`src/hdl/emr_pkg.sv`:
```
// ---------------------------------------------------------------------------
// emr_pkg - shared definitions of the midpoint ellipse rasterizer
// Default coordinate width, command codes and the result control group
// passed from the sequencer to the output stage.
// ---------------------------------------------------------------------------
package emr_pkg;

  localparam int COORD_BITS_DEF = 12;

  localparam logic CMD_START = 1'b0;
  localparam logic CMD_STEP  = 1'b1;

  // control group of one result offered by the sequencer
  typedef struct packed {
    logic valid;
    logic last;
    logic fin;
  } emr_emit_t;

endpackage

```
`src/hdl/midpoint_ellipse_rasterizer_unit.sv`:
```
// ---------------------------------------------------------------------------
// midpoint_ellipse_rasterizer_unit - integer midpoint ellipse rasterizer
// A start command sets up an ellipse and yields its first four pixels; each
// step command runs one midpoint iteration and yields four pixels, or one
// finished marker once the ellipse is done.
// ---------------------------------------------------------------------------
// channel  dir  tdata (low bit up)                      tuser     tlast
// s_axis   in   center_x, center_y, radius_x, radius_y  command   -
// m_axis   out  pixel_x, pixel_y                        finished  last_of_group
//
// s_axis_tready_o is high only while the sequencer is idle; one item at a time.
// start: setup on the shared multiplier and adder, then 4 transfers.
// step: work on the shared adder, with the shared multiplier too on region
// two entry, then 4 transfers; a step with nothing left gives one transfer.
// one result is emitted per cycle into the output register; stalls on m_axis
// hold the sequencer. reset returns to idle with no ellipse active.
// ---------------------------------------------------------------------------
module midpoint_ellipse_rasterizer_unit #(
  parameter int COORD_BITS = emr_pkg::COORD_BITS_DEF,
  parameter int IN_W  = ((4 * COORD_BITS - 2 + 7) / 8) * 8,
  parameter int OUT_W = ((2 * (COORD_BITS + 2) + 7) / 8) * 8
) (
  input  logic             clk_i,
  input  logic             rst_ni,
  input  logic             s_axis_tvalid_i,
  output logic             s_axis_tready_o,
  input  logic [IN_W-1:0]  s_axis_tdata_i,   // center_x, center_y, radius_x, radius_y
  input  logic             s_axis_tuser_i,   // command
  output logic             m_axis_tvalid_o,
  input  logic             m_axis_tready_i,
  output logic [OUT_W-1:0] m_axis_tdata_o,   // pixel_x, pixel_y
  output logic             m_axis_tuser_o,   // finished
  output logic             m_axis_tlast_o    // last_of_group
);

  localparam int C   = COORD_BITS;
  localparam int PIX = COORD_BITS + 2;

  emr_pkg::emr_emit_t emit;
  logic [PIX-1:0]     pix_x, pix_y;
  logic               emit_ack;

  logic           out_vld_q;
  logic [PIX-1:0] out_x_q, out_y_q;
  logic           out_last_q, out_fin_q;

  emr_core #(.COORD_BITS(COORD_BITS)) u_core (
    .clk_i      (clk_i),
    .rst_ni     (rst_ni),
    .in_valid_i (s_axis_tvalid_i),
    .in_ready_o (s_axis_tready_o),
    .cmd_i      (s_axis_tuser_i),
    .center_x_i (s_axis_tdata_i[C-1:0]),
    .center_y_i (s_axis_tdata_i[2*C-1:C]),
    .radius_x_i (s_axis_tdata_i[3*C-2:2*C]),
    .radius_y_i (s_axis_tdata_i[4*C-3:3*C-1]),
    .emit_o     (emit),
    .pix_x_o    (pix_x),
    .pix_y_o    (pix_y),
    .emit_ack_i (emit_ack)
  );

  // output register takes a result when empty or draining this cycle
  assign emit_ack = emit.valid && (!out_vld_q || m_axis_tready_i);

  always_ff @(posedge clk_i or negedge rst_ni) begin
    if (!rst_ni) begin
      out_vld_q <= 1'b0;
    end else if (emit_ack) begin
      out_vld_q <= 1'b1;
    end else if (m_axis_tready_i) begin
      out_vld_q <= 1'b0;
    end
  end

  always_ff @(posedge clk_i) begin
    if (emit_ack) begin
      out_x_q    <= pix_x;
      out_y_q    <= pix_y;
      out_last_q <= emit.last;
      out_fin_q  <= emit.fin;
    end
  end

  assign m_axis_tvalid_o = out_vld_q;
  assign m_axis_tdata_o  = OUT_W'({out_y_q, out_x_q});
  assign m_axis_tuser_o  = out_fin_q;
  assign m_axis_tlast_o  = out_last_q;

endmodule

```
`src/hdl/emr_mult.sv`:
```
// ---------------------------------------------------------------------------
// emr_mult - shared signed multiplier
// One registered signed product per cycle; the sequencer picks the operands
// and reads the product in the next cycle.
// ---------------------------------------------------------------------------
module emr_mult #(
  parameter int OP_W = 24
) (
  input  logic                     clk_i,
  input  logic signed [OP_W-1:0]   op_a_i,
  input  logic signed [OP_W-1:0]   op_b_i,
  output logic signed [2*OP_W-1:0] prod_o
);

  logic signed [2*OP_W-1:0] prod_q;

  always_ff @(posedge clk_i) begin
    prod_q <= op_a_i * op_b_i;
  end

  assign prod_o = prod_q;

endmodule

```
`src/hdl/emr_core.sv`:
```
// ---------------------------------------------------------------------------
// emr_core - sequencer and datapath of the midpoint ellipse rasterizer
// Holds the ellipse state, runs setup, region one, region two entry and
// region two steps over a shared multiplier and a shared adder, and offers
// the four symmetric pixels or a finished marker one at a time.
// ---------------------------------------------------------------------------
module emr_core #(
  parameter int COORD_BITS = emr_pkg::COORD_BITS_DEF
) (
  input  logic                    clk_i,
  input  logic                    rst_ni,
  input  logic                    in_valid_i,
  output logic                    in_ready_o,
  input  logic                    cmd_i,
  input  logic [COORD_BITS-1:0]   center_x_i,
  input  logic [COORD_BITS-1:0]   center_y_i,
  input  logic [COORD_BITS-2:0]   radius_x_i,
  input  logic [COORD_BITS-2:0]   radius_y_i,
  output emr_pkg::emr_emit_t      emit_o,
  output logic [COORD_BITS+1:0]   pix_x_o,
  output logic [COORD_BITS+1:0]   pix_y_o,
  input  logic                    emit_ack_i
);

  localparam int R      = COORD_BITS - 1;
  localparam int PIX    = COORD_BITS + 2;
  localparam int SQ_W   = 2 * R;
  localparam int OP_W   = 2 * R + 2;
  localparam int PROD_W = 2 * OP_W;
  localparam int STEP_W = 3 * R + 2;
  localparam int W      = 4 * R + 6;

  typedef enum logic [22:0] {
    S_IDLE   = 23'b1 << 0,
    S_SQY    = 23'b1 << 1,
    S_RXRY   = 23'b1 << 2,
    S_INIT_A = 23'b1 << 3,
    S_INIT_B = 23'b1 << 4,
    S_EMIT   = 23'b1 << 5,
    S_FIN    = 23'b1 << 6,
    S_R1_CMP = 23'b1 << 7,
    S_R1_X   = 23'b1 << 8,
    S_R1_Y   = 23'b1 << 9,
    S_DX     = 23'b1 << 10,
    S_DY     = 23'b1 << 11,
    S_DQ     = 23'b1 << 12,
    S_R2_CHK = 23'b1 << 13,
    S_R2_X   = 23'b1 << 14,
    S_E_XX   = 23'b1 << 15,
    S_E_XS   = 23'b1 << 16,
    S_E_YS   = 23'b1 << 17,
    S_E_P1   = 23'b1 << 18,
    S_E_P2   = 23'b1 << 19,
    S_E_P3   = 23'b1 << 20,
    S_E_Q    = 23'b1 << 21,
    S_E_T    = 23'b1 << 22
  } emr_state_e;

  emr_state_e state_q, state_d;
  logic       active_q, active_d;
  logic       r2_q, r2_d;
  logic       br_q, br_d;
  logic [1:0] cnt_q, cnt_d;

  logic [COORD_BITS-1:0]   orig_x_q, orig_x_d;
  logic [COORD_BITS-1:0]   orig_y_q, orig_y_d;
  logic [R-1:0]            off_x_q, off_x_d;
  logic [R-1:0]            off_y_q, off_y_d;
  logic [SQ_W-1:0]         rx2_q, rx2_d;
  logic [SQ_W-1:0]         ry2_q, ry2_d;
  logic signed [STEP_W-1:0] stepx_q, stepx_d;
  logic signed [STEP_W-1:0] stepy_q, stepy_d;
  logic signed [W-1:0]     dec_q, dec_d;
  logic signed [R:0]       ym1_q, ym1_d;
  logic [OP_W-1:0]         tmp_q, tmp_d;

  logic signed [OP_W-1:0]   mul_a, mul_b;
  logic signed [PROD_W-1:0] prod;
  logic signed [W-1:0]      prod_w;
  logic signed [W-1:0]      alu_a, alu_b, alu_r;
  logic                     alu_sub;

  emr_mult #(.OP_W(OP_W)) u_mult (
    .clk_i  (clk_i),
    .op_a_i (mul_a),
    .op_b_i (mul_b),
    .prod_o (prod)
  );

  assign prod_w = W'(prod);

  // shared adder operand selection
  always_comb begin
    alu_a   = dec_q;
    alu_b   = '0;
    alu_sub = 1'b0;
    case (state_q)
      S_INIT_A: begin
        alu_a   = $signed(W'(ry2_q));
        alu_b   = prod_w;
        alu_sub = 1'b1;
      end
      S_INIT_B: alu_b = $signed(W'(rx2_q >> 2));
      S_R1_X, S_R2_X: begin
        alu_a = W'(stepx_q);
        alu_b = $signed(W'({ry2_q, 1'b0}));
      end
      S_R1_Y, S_R2_CHK: begin
        alu_a   = W'(stepy_q);
        alu_b   = $signed(W'({rx2_q, 1'b0}));
        alu_sub = 1'b1;
      end
      S_DX: alu_b = W'(stepx_q);
      S_DY: begin
        alu_b   = W'(stepy_q);
        alu_sub = 1'b1;
      end
      S_DQ: alu_b = r2_q ? $signed(W'(rx2_q)) : $signed(W'(ry2_q));
      S_E_XS: begin
        alu_a = prod_w;
        alu_b = $signed(W'(off_x_q));
      end
      S_E_P2: alu_b = prod_w;
      S_E_P3: begin
        alu_b   = prod_w;
        alu_sub = 1'b1;
      end
      S_E_Q: begin
        alu_a = dec_q <<< 2;
        alu_b = $signed(W'(ry2_q));
      end
      // bias a negative value so the shift truncates toward zero
      S_E_T: alu_b = dec_q[W-1] ? W'(3) : '0;
      default: ;
    endcase
    alu_r = alu_sub ? (alu_a - alu_b) : (alu_a + alu_b);
  end

  // multiplier operand selection, product used in the following state
  always_comb begin
    mul_a = $signed(OP_W'(rx2_q));
    mul_b = $signed(OP_W'(ry2_q));
    case (state_q)
      S_IDLE: begin
        mul_a = $signed(OP_W'(radius_x_i));
        mul_b = $signed(OP_W'(radius_x_i));
      end
      S_SQY: begin
        mul_a = $signed(OP_W'(off_y_q));
        mul_b = $signed(OP_W'(off_y_q));
      end
      S_RXRY: mul_b = $signed(OP_W'(off_y_q));
      S_E_XX: begin
        mul_a = $signed(OP_W'(off_x_q));
        mul_b = $signed(OP_W'(off_x_q));
      end
      S_E_XS: begin
        mul_a = OP_W'(ym1_q);
        mul_b = OP_W'(ym1_q);
      end
      S_E_YS: begin
        mul_a = $signed(OP_W'(ry2_q));
        mul_b = $signed(tmp_q);
      end
      S_E_P1: mul_b = $signed(tmp_q);
      default: ;
    endcase
  end

  always_comb begin
    state_d  = state_q;
    active_d = active_q;
    r2_d     = r2_q;
    br_d     = br_q;
    cnt_d    = cnt_q;
    orig_x_d = orig_x_q;
    orig_y_d = orig_y_q;
    off_x_d  = off_x_q;
    off_y_d  = off_y_q;
    rx2_d    = rx2_q;
    ry2_d    = ry2_q;
    stepx_d  = stepx_q;
    stepy_d  = stepy_q;
    dec_d    = dec_q;
    ym1_d    = ym1_q;
    tmp_d    = tmp_q;
    case (state_q)
      S_IDLE: begin
        if (in_valid_i) begin
          if (cmd_i == emr_pkg::CMD_START) begin
            orig_x_d = center_x_i;
            orig_y_d = center_y_i;
            off_x_d  = '0;
            off_y_d  = radius_y_i;
            stepx_d  = '0;
            active_d = 1'b1;
            r2_d     = 1'b0;
            state_d  = S_SQY;
          end else if (!active_q) begin
            state_d = S_FIN;
          end else if (r2_q) begin
            state_d = S_R2_CHK;
          end else begin
            state_d = S_R1_CMP;
          end
        end
      end
      S_SQY: begin
        rx2_d   = prod[SQ_W-1:0];
        state_d = S_RXRY;
      end
      S_RXRY: begin
        ry2_d   = prod[SQ_W-1:0];
        state_d = S_INIT_A;
      end
      S_INIT_A: begin
        stepy_d = $signed(STEP_W'({prod, 1'b0}));
        dec_d   = alu_r;
        state_d = S_INIT_B;
      end
      S_INIT_B: begin
        dec_d   = alu_r;
        cnt_d   = '0;
        state_d = S_EMIT;
      end
      S_EMIT: begin
        if (emit_ack_i) begin
          cnt_d = cnt_q + 2'd1;
          if (cnt_q == 2'd3) begin
            state_d = S_IDLE;
          end
        end
      end
      S_FIN: begin
        if (emit_ack_i) begin
          state_d = S_IDLE;
        end
      end
      S_R1_CMP: begin
        state_d = (stepx_q < stepy_q) ? S_R1_X : S_E_XX;
      end
      S_R1_X: begin
        off_x_d = off_x_q + R'(1);
        stepx_d = STEP_W'(alu_r);
        br_d    = dec_q[W-1];
        state_d = S_DX;
      end
      S_R1_Y: begin
        off_y_d = off_y_q - R'(1);
        stepy_d = STEP_W'(alu_r);
        state_d = S_DY;
      end
      S_DX: begin
        dec_d = alu_r;
        if (r2_q) begin
          state_d = S_DY;
        end else begin
          state_d = br_q ? S_DQ : S_R1_Y;
        end
      end
      S_DY: begin
        dec_d   = alu_r;
        state_d = S_DQ;
      end
      S_DQ: begin
        dec_d   = alu_r;
        cnt_d   = '0;
        state_d = S_EMIT;
      end
      S_R2_CHK: begin
        if (off_y_q == '0) begin
          active_d = 1'b0;
          r2_d     = 1'b0;
          state_d  = S_FIN;
        end else begin
          off_y_d = off_y_q - R'(1);
          stepy_d = STEP_W'(alu_r);
          br_d    = dec_q > 0;
          state_d = (dec_q > 0) ? S_DY : S_R2_X;
        end
      end
      S_R2_X: begin
        off_x_d = off_x_q + R'(1);
        stepx_d = STEP_W'(alu_r);
        state_d = S_DX;
      end
      S_E_XX: begin
        ym1_d   = $signed({1'b0, off_y_q}) - (R+1)'(1);
        state_d = S_E_XS;
      end
      S_E_XS: begin
        tmp_d   = OP_W'(alu_r);
        state_d = S_E_YS;
      end
      S_E_YS: begin
        // the multiplier reads x*x + x now, the register takes (y-1)^2
        tmp_d   = OP_W'(prod);
        state_d = S_E_P1;
      end
      S_E_P1: begin
        dec_d   = prod_w;
        state_d = S_E_P2;
      end
      S_E_P2: begin
        dec_d   = alu_r;
        state_d = S_E_P3;
      end
      S_E_P3: begin
        dec_d   = alu_r;
        state_d = S_E_Q;
      end
      S_E_Q: begin
        dec_d   = alu_r;
        state_d = S_E_T;
      end
      S_E_T: begin
        dec_d   = alu_r >>> 2;
        r2_d    = 1'b1;
        state_d = S_R2_CHK;
      end
      default: state_d = S_IDLE;
    endcase
  end

  always_ff @(posedge clk_i or negedge rst_ni) begin
    if (!rst_ni) begin
      state_q  <= S_IDLE;
      active_q <= 1'b0;
      r2_q     <= 1'b0;
      br_q     <= 1'b0;
      cnt_q    <= '0;
    end else begin
      state_q  <= state_d;
      active_q <= active_d;
      r2_q     <= r2_d;
      br_q     <= br_d;
      cnt_q    <= cnt_d;
    end
  end

  always_ff @(posedge clk_i) begin
    orig_x_q <= orig_x_d;
    orig_y_q <= orig_y_d;
    off_x_q  <= off_x_d;
    off_y_q  <= off_y_d;
    rx2_q    <= rx2_d;
    ry2_q    <= ry2_d;
    stepx_q  <= stepx_d;
    stepy_q  <= stepy_d;
    dec_q    <= dec_d;
    ym1_q    <= ym1_d;
    tmp_q    <= tmp_d;
  end

  assign in_ready_o = (state_q == S_IDLE);

  // pixel order: (+x,+y) (-x,+y) (+x,-y) (-x,-y)
  always_comb begin
    emit_o.valid = (state_q == S_EMIT) || (state_q == S_FIN);
    emit_o.last  = (state_q == S_FIN) || (cnt_q == 2'd3);
    emit_o.fin   = (state_q == S_FIN);
    if (state_q == S_FIN) begin
      pix_x_o = '0;
      pix_y_o = '0;
    end else begin
      pix_x_o = cnt_q[0] ? (PIX'(orig_x_q) - PIX'(off_x_q)) : (PIX'(orig_x_q) + PIX'(off_x_q));
      pix_y_o = cnt_q[1] ? (PIX'(orig_y_q) - PIX'(off_y_q)) : (PIX'(orig_y_q) + PIX'(off_y_q));
    end
  end

endmodule

```
`config.mk`:
```
export PLATFORM = sky130hd
export DESIGN_NAME = midpoint_ellipse_rasterizer_unit
export DESIGN_NICKNAME = d
export VERILOG_FILES = /design/src/hdl/emr_pkg.sv /design/src/hdl/midpoint_ellipse_rasterizer_unit.sv /design/src/hdl/emr_mult.sv /design/src/hdl/emr_core.sv
export SDC_FILE = /design/constraint.sdc
export NUM_CORES = 2
export LEC_CHECK = 0
export ABC_AREA = 1
export BUFFER_PORTS_ARGS = -buffer_cell sky130_fd_sc_hd__buf_2
export CAP_MARGIN = 20
export CORE_MARGIN = 5
export CORE_UTILIZATION = 38
export CTS_CLUSTER_SIZE = 10
export DETAILED_ROUTE_END_ITERATION = 6
export PLACE_DENSITY = 0.56
export SLEW_MARGIN = 20
export SYNTH_ARGS = -nofsm -noshare
export SYNTH_HDL_FRONTEND = slang
export SYNTH_HIERARCHICAL = 1
export SYNTH_SLANG_ARGS = --single-unit
```
`constraint.sdc`:
```
create_clock -name clk_i -period 10.5 [get_ports clk_i]
set_input_delay 2.1 -clock clk_i [delete_from_list [all_inputs] [get_ports clk_i]]
set_output_delay 2.1 -clock clk_i [all_outputs]
set_load 0.005 [all_outputs]
```
# Word-level counts from Yosys, hierarchy flattened
# Cells that the tools add are included.
[classes]
n_mul = 1
div = 0
eq_ne = 31
n_shift = 0
order_cmp = 2
bitwise_logic = 1
n_reduce_logical = 33
mux = 50
addsub = 10
[ops]
columns = ["operator", "n"]
rows = [
  ["one-hot mux 50 bit (10 select lines)", 1],
  ["one-hot mux 23 bit (21 select lines)", 1],
  ["one-hot mux 50 bit (5 select lines)", 1],
  ["one-hot mux 24 bit (5 select lines)", 2],
  ["2-to-1 mux 23 bit", 8],
  ["one-hot mux 50 bit (3 select lines)", 1],
  ["2-to-1 mux 35 bit", 3],
  ["one-hot mux 35 bit (3 select lines)", 1],
  ["one-hot mux 35 bit (2 select lines)", 1],
  ["2-to-1 mux 11 bit", 5],
  ["adder 50 bit", 1],
  ["> comparator 50 x 1 -> 1 bit, second input constant", 1],
  ["2-to-1 mux 50 bit", 1],
  ["subtractor 50 bit", 1],
  ["multiplier 24 x 24 -> 48 bit", 1],
  ["one-hot mux 24 bit (2 select lines)", 1],
  ["2-to-1 mux 14 bit", 3],
  ["< comparator 35 bit", 1],
  ["one-hot mux 11 bit (3 select lines)", 1],
  ["adder 12 x 11 -> 13 bit", 2],
  ["subtractor 12 x 11 -> 13 bit", 2],
  ["== test 23 x 1 -> 1 bit, second input constant", 1],
  ["== test 23 x 10 -> 1 bit, second input constant", 1],
  ["== test 23 x 11 -> 1 bit, second input constant", 1],
  ["other kinds (51)", 86],
]
[totals]
n_memories = 0
ramBits = 0
regBits = 353
latch_bits = 0
rom_bits = 0
output_inout_bits = 36

# Logic depth before layout (Yosys ltp)
[depth]
ltp_word = 7
mapped_depth = 43

# By module
# The synthesis kept the hierarchy.
[modules_own_cells]
columns = ["mod", "cells_each", "area_per_inst_um2", "seq_area_each_um2", "n_inst"]
rows = [
  ["emr_core", 3829, 26558.0, 8089.0, 1],
  ["emr_mult", 3009, 23832.9, 960.9, 1],
  ["midpoint_ellipse_rasterizer_unit", 41, 983.4, 925.9, 1],
]

# Worst setup path before layout
# No wires, ideal clock.
[synth_path]
path_kind = "input to register"
start = "input s_axis_tdata_i[26]"
end = "register u_core.u_mult.prod_q[47], in the netlist u_core/u_mult/prod_o[47]"
t_arrival_ns = 8.388
path_stages = 28
n_path_buf = 1
setup_time_ns = 0.058
required_time_ns = 10.442
slack_ns = 2.054
cell_sequence = "inv_1 o221ai_1 a21oi_1 o211ai_1 clkbuf_1 nand2_1 inv_1 fa_1 fa_1 inv_1 fa_1 inv_1 fa_1 fa_1 fa_1 inv_1 fa_1 inv_1 ha_1 nand2_1 nor2_1 nand2_1 nor2_2 nand3_1 o21bai_1 nand3_1 nand2_1 nand2_1"
[synth_between]
elab_chain_len = 2
[synth_rtl]
columns = ["element", "line", "rtl"]
rows = [
  ["start: declaration", "midpoint_ellipse_rasterizer_unit.sv:27", "input logic [IN_W-1:0] s_axis_tdata_i,"],
  ["one-hot mux 24 bit (5 select lines)", "emr_core.sv:143", "case (state_q)"],
  ["net u_core.mul_b[2]", "emr_core.sv:77", "logic signed [OP_W-1:0] mul_a, mul_b;"],
  ["multiplier 24 x 24 -> 48 bit", "emr_mult.sv:18", "prod_q <= op_a_i * op_b_i;"],
  ["end signal: assignment", "emr_mult.sv:18", ""],
  ["end: declaration", "emr_mult.sv:15", "logic signed [2*OP_W-1:0] prod_q;"],
]
# The timed path passes the listed nets, and every way through them passes these cells.
# A chain may end at the register's enable or synchronous reset.

# Final worst setup path
[layout_path]
start = "register u_core.state_q[20]"
end = "register u_core.u_mult.prod_q[45], in the netlist u_core/u_mult/prod_o[45]"
[layout_between]
elab_chain_len = 4
[layout_rtl]
columns = ["element", "line", "rtl"]
rows = [
  ["start: declaration", "emr_core.sv:59", "emr_state_e state_q, state_d;"],
  ["start signal: assignment", "emr_core.sv:333", "state_q <= state_d;"],
  ["== test 23 x 18 -> 1 bit, or another cell as far along", "emr_core.sv:143", ""],
  ["OR reduction 2 bit (no line)", "n/a", ""],
  ["one-hot mux 24 bit (5 select lines) *", "emr_core.sv:143", ""],
  ["net u_core.mul_b[2]", "emr_core.sv:77", ""],
  ["multiplier 24 x 24 -> 48 bit *", "emr_mult.sv:18", ""],
]
# The timed path passes the listed nets; every way through them passes the cells marked *.

==> flow_summary.json <==
{
  "worstSetupEndpointType": "register",
  "grt_pass1_wl_um": 315900,
  "nNetsFinal": 7823,
  "cts_tree": "yes",
  "reg2reg_setup_slack_ns": 0.57,
  "drive_gt1_share_pct": 7.058,
  "setup_tns_ns": 0,
  "wl_per_cell_um": 24.62,
  "ys_warn_count": 6,
  "cap_violations": 0,
  "cts_setup_buffers": 0,
  "std_cell_rows": 135,
  "via_count": 48040,
  "die_x_um": 377.7,
  "synthDistinctLibCells": 73,
  "outcome": "complete, but fails checks",
  "ctsResizeCount": 0,
  "fmax_ghz": 0.1007,
  "startpoint": "u_core/state_q[20]",
  "pin_count": 89,
  "rsz0062_at_grt": "no",
  "netlist_area_um2": 51370,
  "min_period_ns": 9.926,
  "antenna_found_initial": 9,
  "cp_slowest_cell": "nor4_4",
  "synth_area_leaders": "fa_1 24%, edfxtp_1 16%, nand2_1 12%",
  "cts_hold_buf": 0,
  "initial_core_util_pct": 38.07,
  "diodes": 0,
  "area_delta_synth_final_pct": 7.864,
  "place_congestion": 1.044,
  "synth_seq_cells": 353,
  "r2r_start": "u_core/state_q[20]",
  "die_area_um2": 142700,
  "grt_overflow": 0,
  "cts_max_level": 2,
  "clock_skew_ns": 0.04471,
  "netlist_top_cells_count": "1577 x nand2_1, 1525 x inv_1, 612 x fa_1",
  "hold_path.startpoint": "u_core/br_q",
  "synth_edf_count": 276,
  "detail_route.first_pass.iterations": 7,
  "timing.final.crit_share_pct": 94.54,
  "grt_max_degree": 56,
  "cp.arrival_ns": 10.41,
  "synth_top_area_share_pct": 23.85,
  "synth_top_cell_by_area": "fa_1",
  "crit_path_max_incr_delay_ns": 0.72,
  "drtIter0Drc": 5559,
  "grt_usage_pct": 29.70,
  "critical_path_class": "register to register",
  "drcViolationCount": 23,
  "async_flop_share_pct": 8.215,
  "die_h_um": 377.7,
  "grt_pass1_vias": 47630,
  "core_area_um2": 135000,
  "required_ns": 10.98,
  "cts.path.max_buffers": 3,
  "critPathMaxFanout": 22,
  "max_slew_margin_pct": 19.92,
  "viasPerCell": 5.516,
  "worst-r2r-cell-count": 31,
  "synth_ff_type": "edfxtp_1",
  "worst_slew_pin_slew_ns": 1.201,
  "worstHoldPathCells": 1,
  "post-synth-top-count-cell": "nand2_1",
  "syn_avg_cell_area_um2": 7.468,
  "ys_seq_area_share_pct": 19.42,
  "hold_class": "register to register",
  "cts_root_buffer": "clkbuf_16",
  "drv_slew": 0,
  "portBuffers": 82,
  "syn_inst": 6879,
  "setup_violations": 0,
  "start_kind": "register",
  "clkSlewWorstSetupHoldPaths_ns": 0.06,
  "clock-sinks": 353,
  "numCtsBuffers": 43,
  "hold_viol": 0,
  "violations": "design-rule violations",
  "ant_nets": 0,
  "clkLatencyLatePin_ns": 0.62,
  "place_hpwl_um": 171300,
  "postRouteWirelength_um": 214400
}
## critical path: cells and delay by family (launching register included)
kind	cells	cell delay (ns)
AND/OR/NAND/NOR	14	2.55
flip-flops	1	0.36
AO/OA/AOI/OAI	2	0.98
buffers and inverters	7	1.39
adder cells (fa/ha/maj)	8	4.46
## routing by layer
layer / vias up / wire length (µm) / GRT usage (%)
met2: 2390 / 94800 / 47.24
li1: 21630 / - / -
met4: 0 / 8334 / 9.623
met3: 366 / 20270 / 4.600
met1: 23650 / 90980 / 41.57
met5: - / 0 / 0
## state kept, by name, indices dropped and copies added, names as in the netlist, 22 cells and up
register and count:
u_core/state_q 23, u_core/dec_q 50, u_core/tmp_q 24, u_core/stepx_q 35
u_core/rx2_q 22, u_core/u_mult/prod_o 48, u_core/ry2_q 22, u_core/stepy_q 35
## area by class of cell
type,count,area (µm²)
Tap cell,1781,2228
Clock inverter,7,102.6
Multi-Input combinational cell,4735,34680
Fill cell,14130,79550
Sequential cell,353,9976
Inverter,1551,5828
Clock buffer,73,1189
Timing Repair Buffer,209,1409
## path summary, 6_finish.rpt
kind / to
setup / recovery: u_core/u_mult/prod_o[45]
hold reg to reg: u_core/state_q[9]
setup reg to reg: u_core/u_mult/prod_o[45]
min in group asynchronous: m_axis_tvalid_o
max in group asynchronous: u_core/state_q[11]
hold / removal: u_core/state_q[9]
## cells by family (layout without fill, tap and decap cells)
kind of cell	after synthesis	after routing	share of synthesized area (%)
AOI/OAI and AO/OA	1055	1055	12.39
xor gates and xnor gates	109	109	1.887
adders and majority gates	877	877	30.30
buffers and inverters	1794	1840	13.54
DFF	353	353	19.42
other	1	4	0.007299
and+or+nand+nor	2690	2690	22.46
## layout by cell type (no fill, tap or decap), drive strengths merged, types with 54 or more instances in the layout
cell | synthesis | layout
o21ai | 344 | 344
nand2 | 1632 | 1632
edfxtp | 276 | 276
inv | 1546 | 1547
o22ai | 101 | 101
xor2 | 84 | 84
o221ai | 68 | 68
fa | 612 | 612
nand3 | 304 | 304
nand4 | 68 | 68
nor2 | 558 | 558
nor3 | 54 | 54
buf | 86 | 209
clkbuf | 157 | 73
ha | 265 | 265
a21oi | 330 | 330
## per-stage QoR
stage | std cells | util, % | worst slack (ns) | area, µm² | hold slack [ns]
finish | 8709 | 41.06 | 0.5737 | 55410 | 0.4857
floorplan | 6882 | - | 2.054 | 51390 | 0.4322
detailed placement | 8629 | 40.10 | 0.6344 | 54120 | 0.4748
global placement | 8628 | 40.09 | 0.6843 | 54100 | 0.4761
global route | 8709 | 41.06 | 0.08258 | 55410 | 0.5165
CTS | 8709 | 41.06 | 0.5668 | 55410 | 0.4826
Power is left out: the tool's default activity adds up to more than one toggle a clock period on the data nets, which glitch-free logic cannot reach.
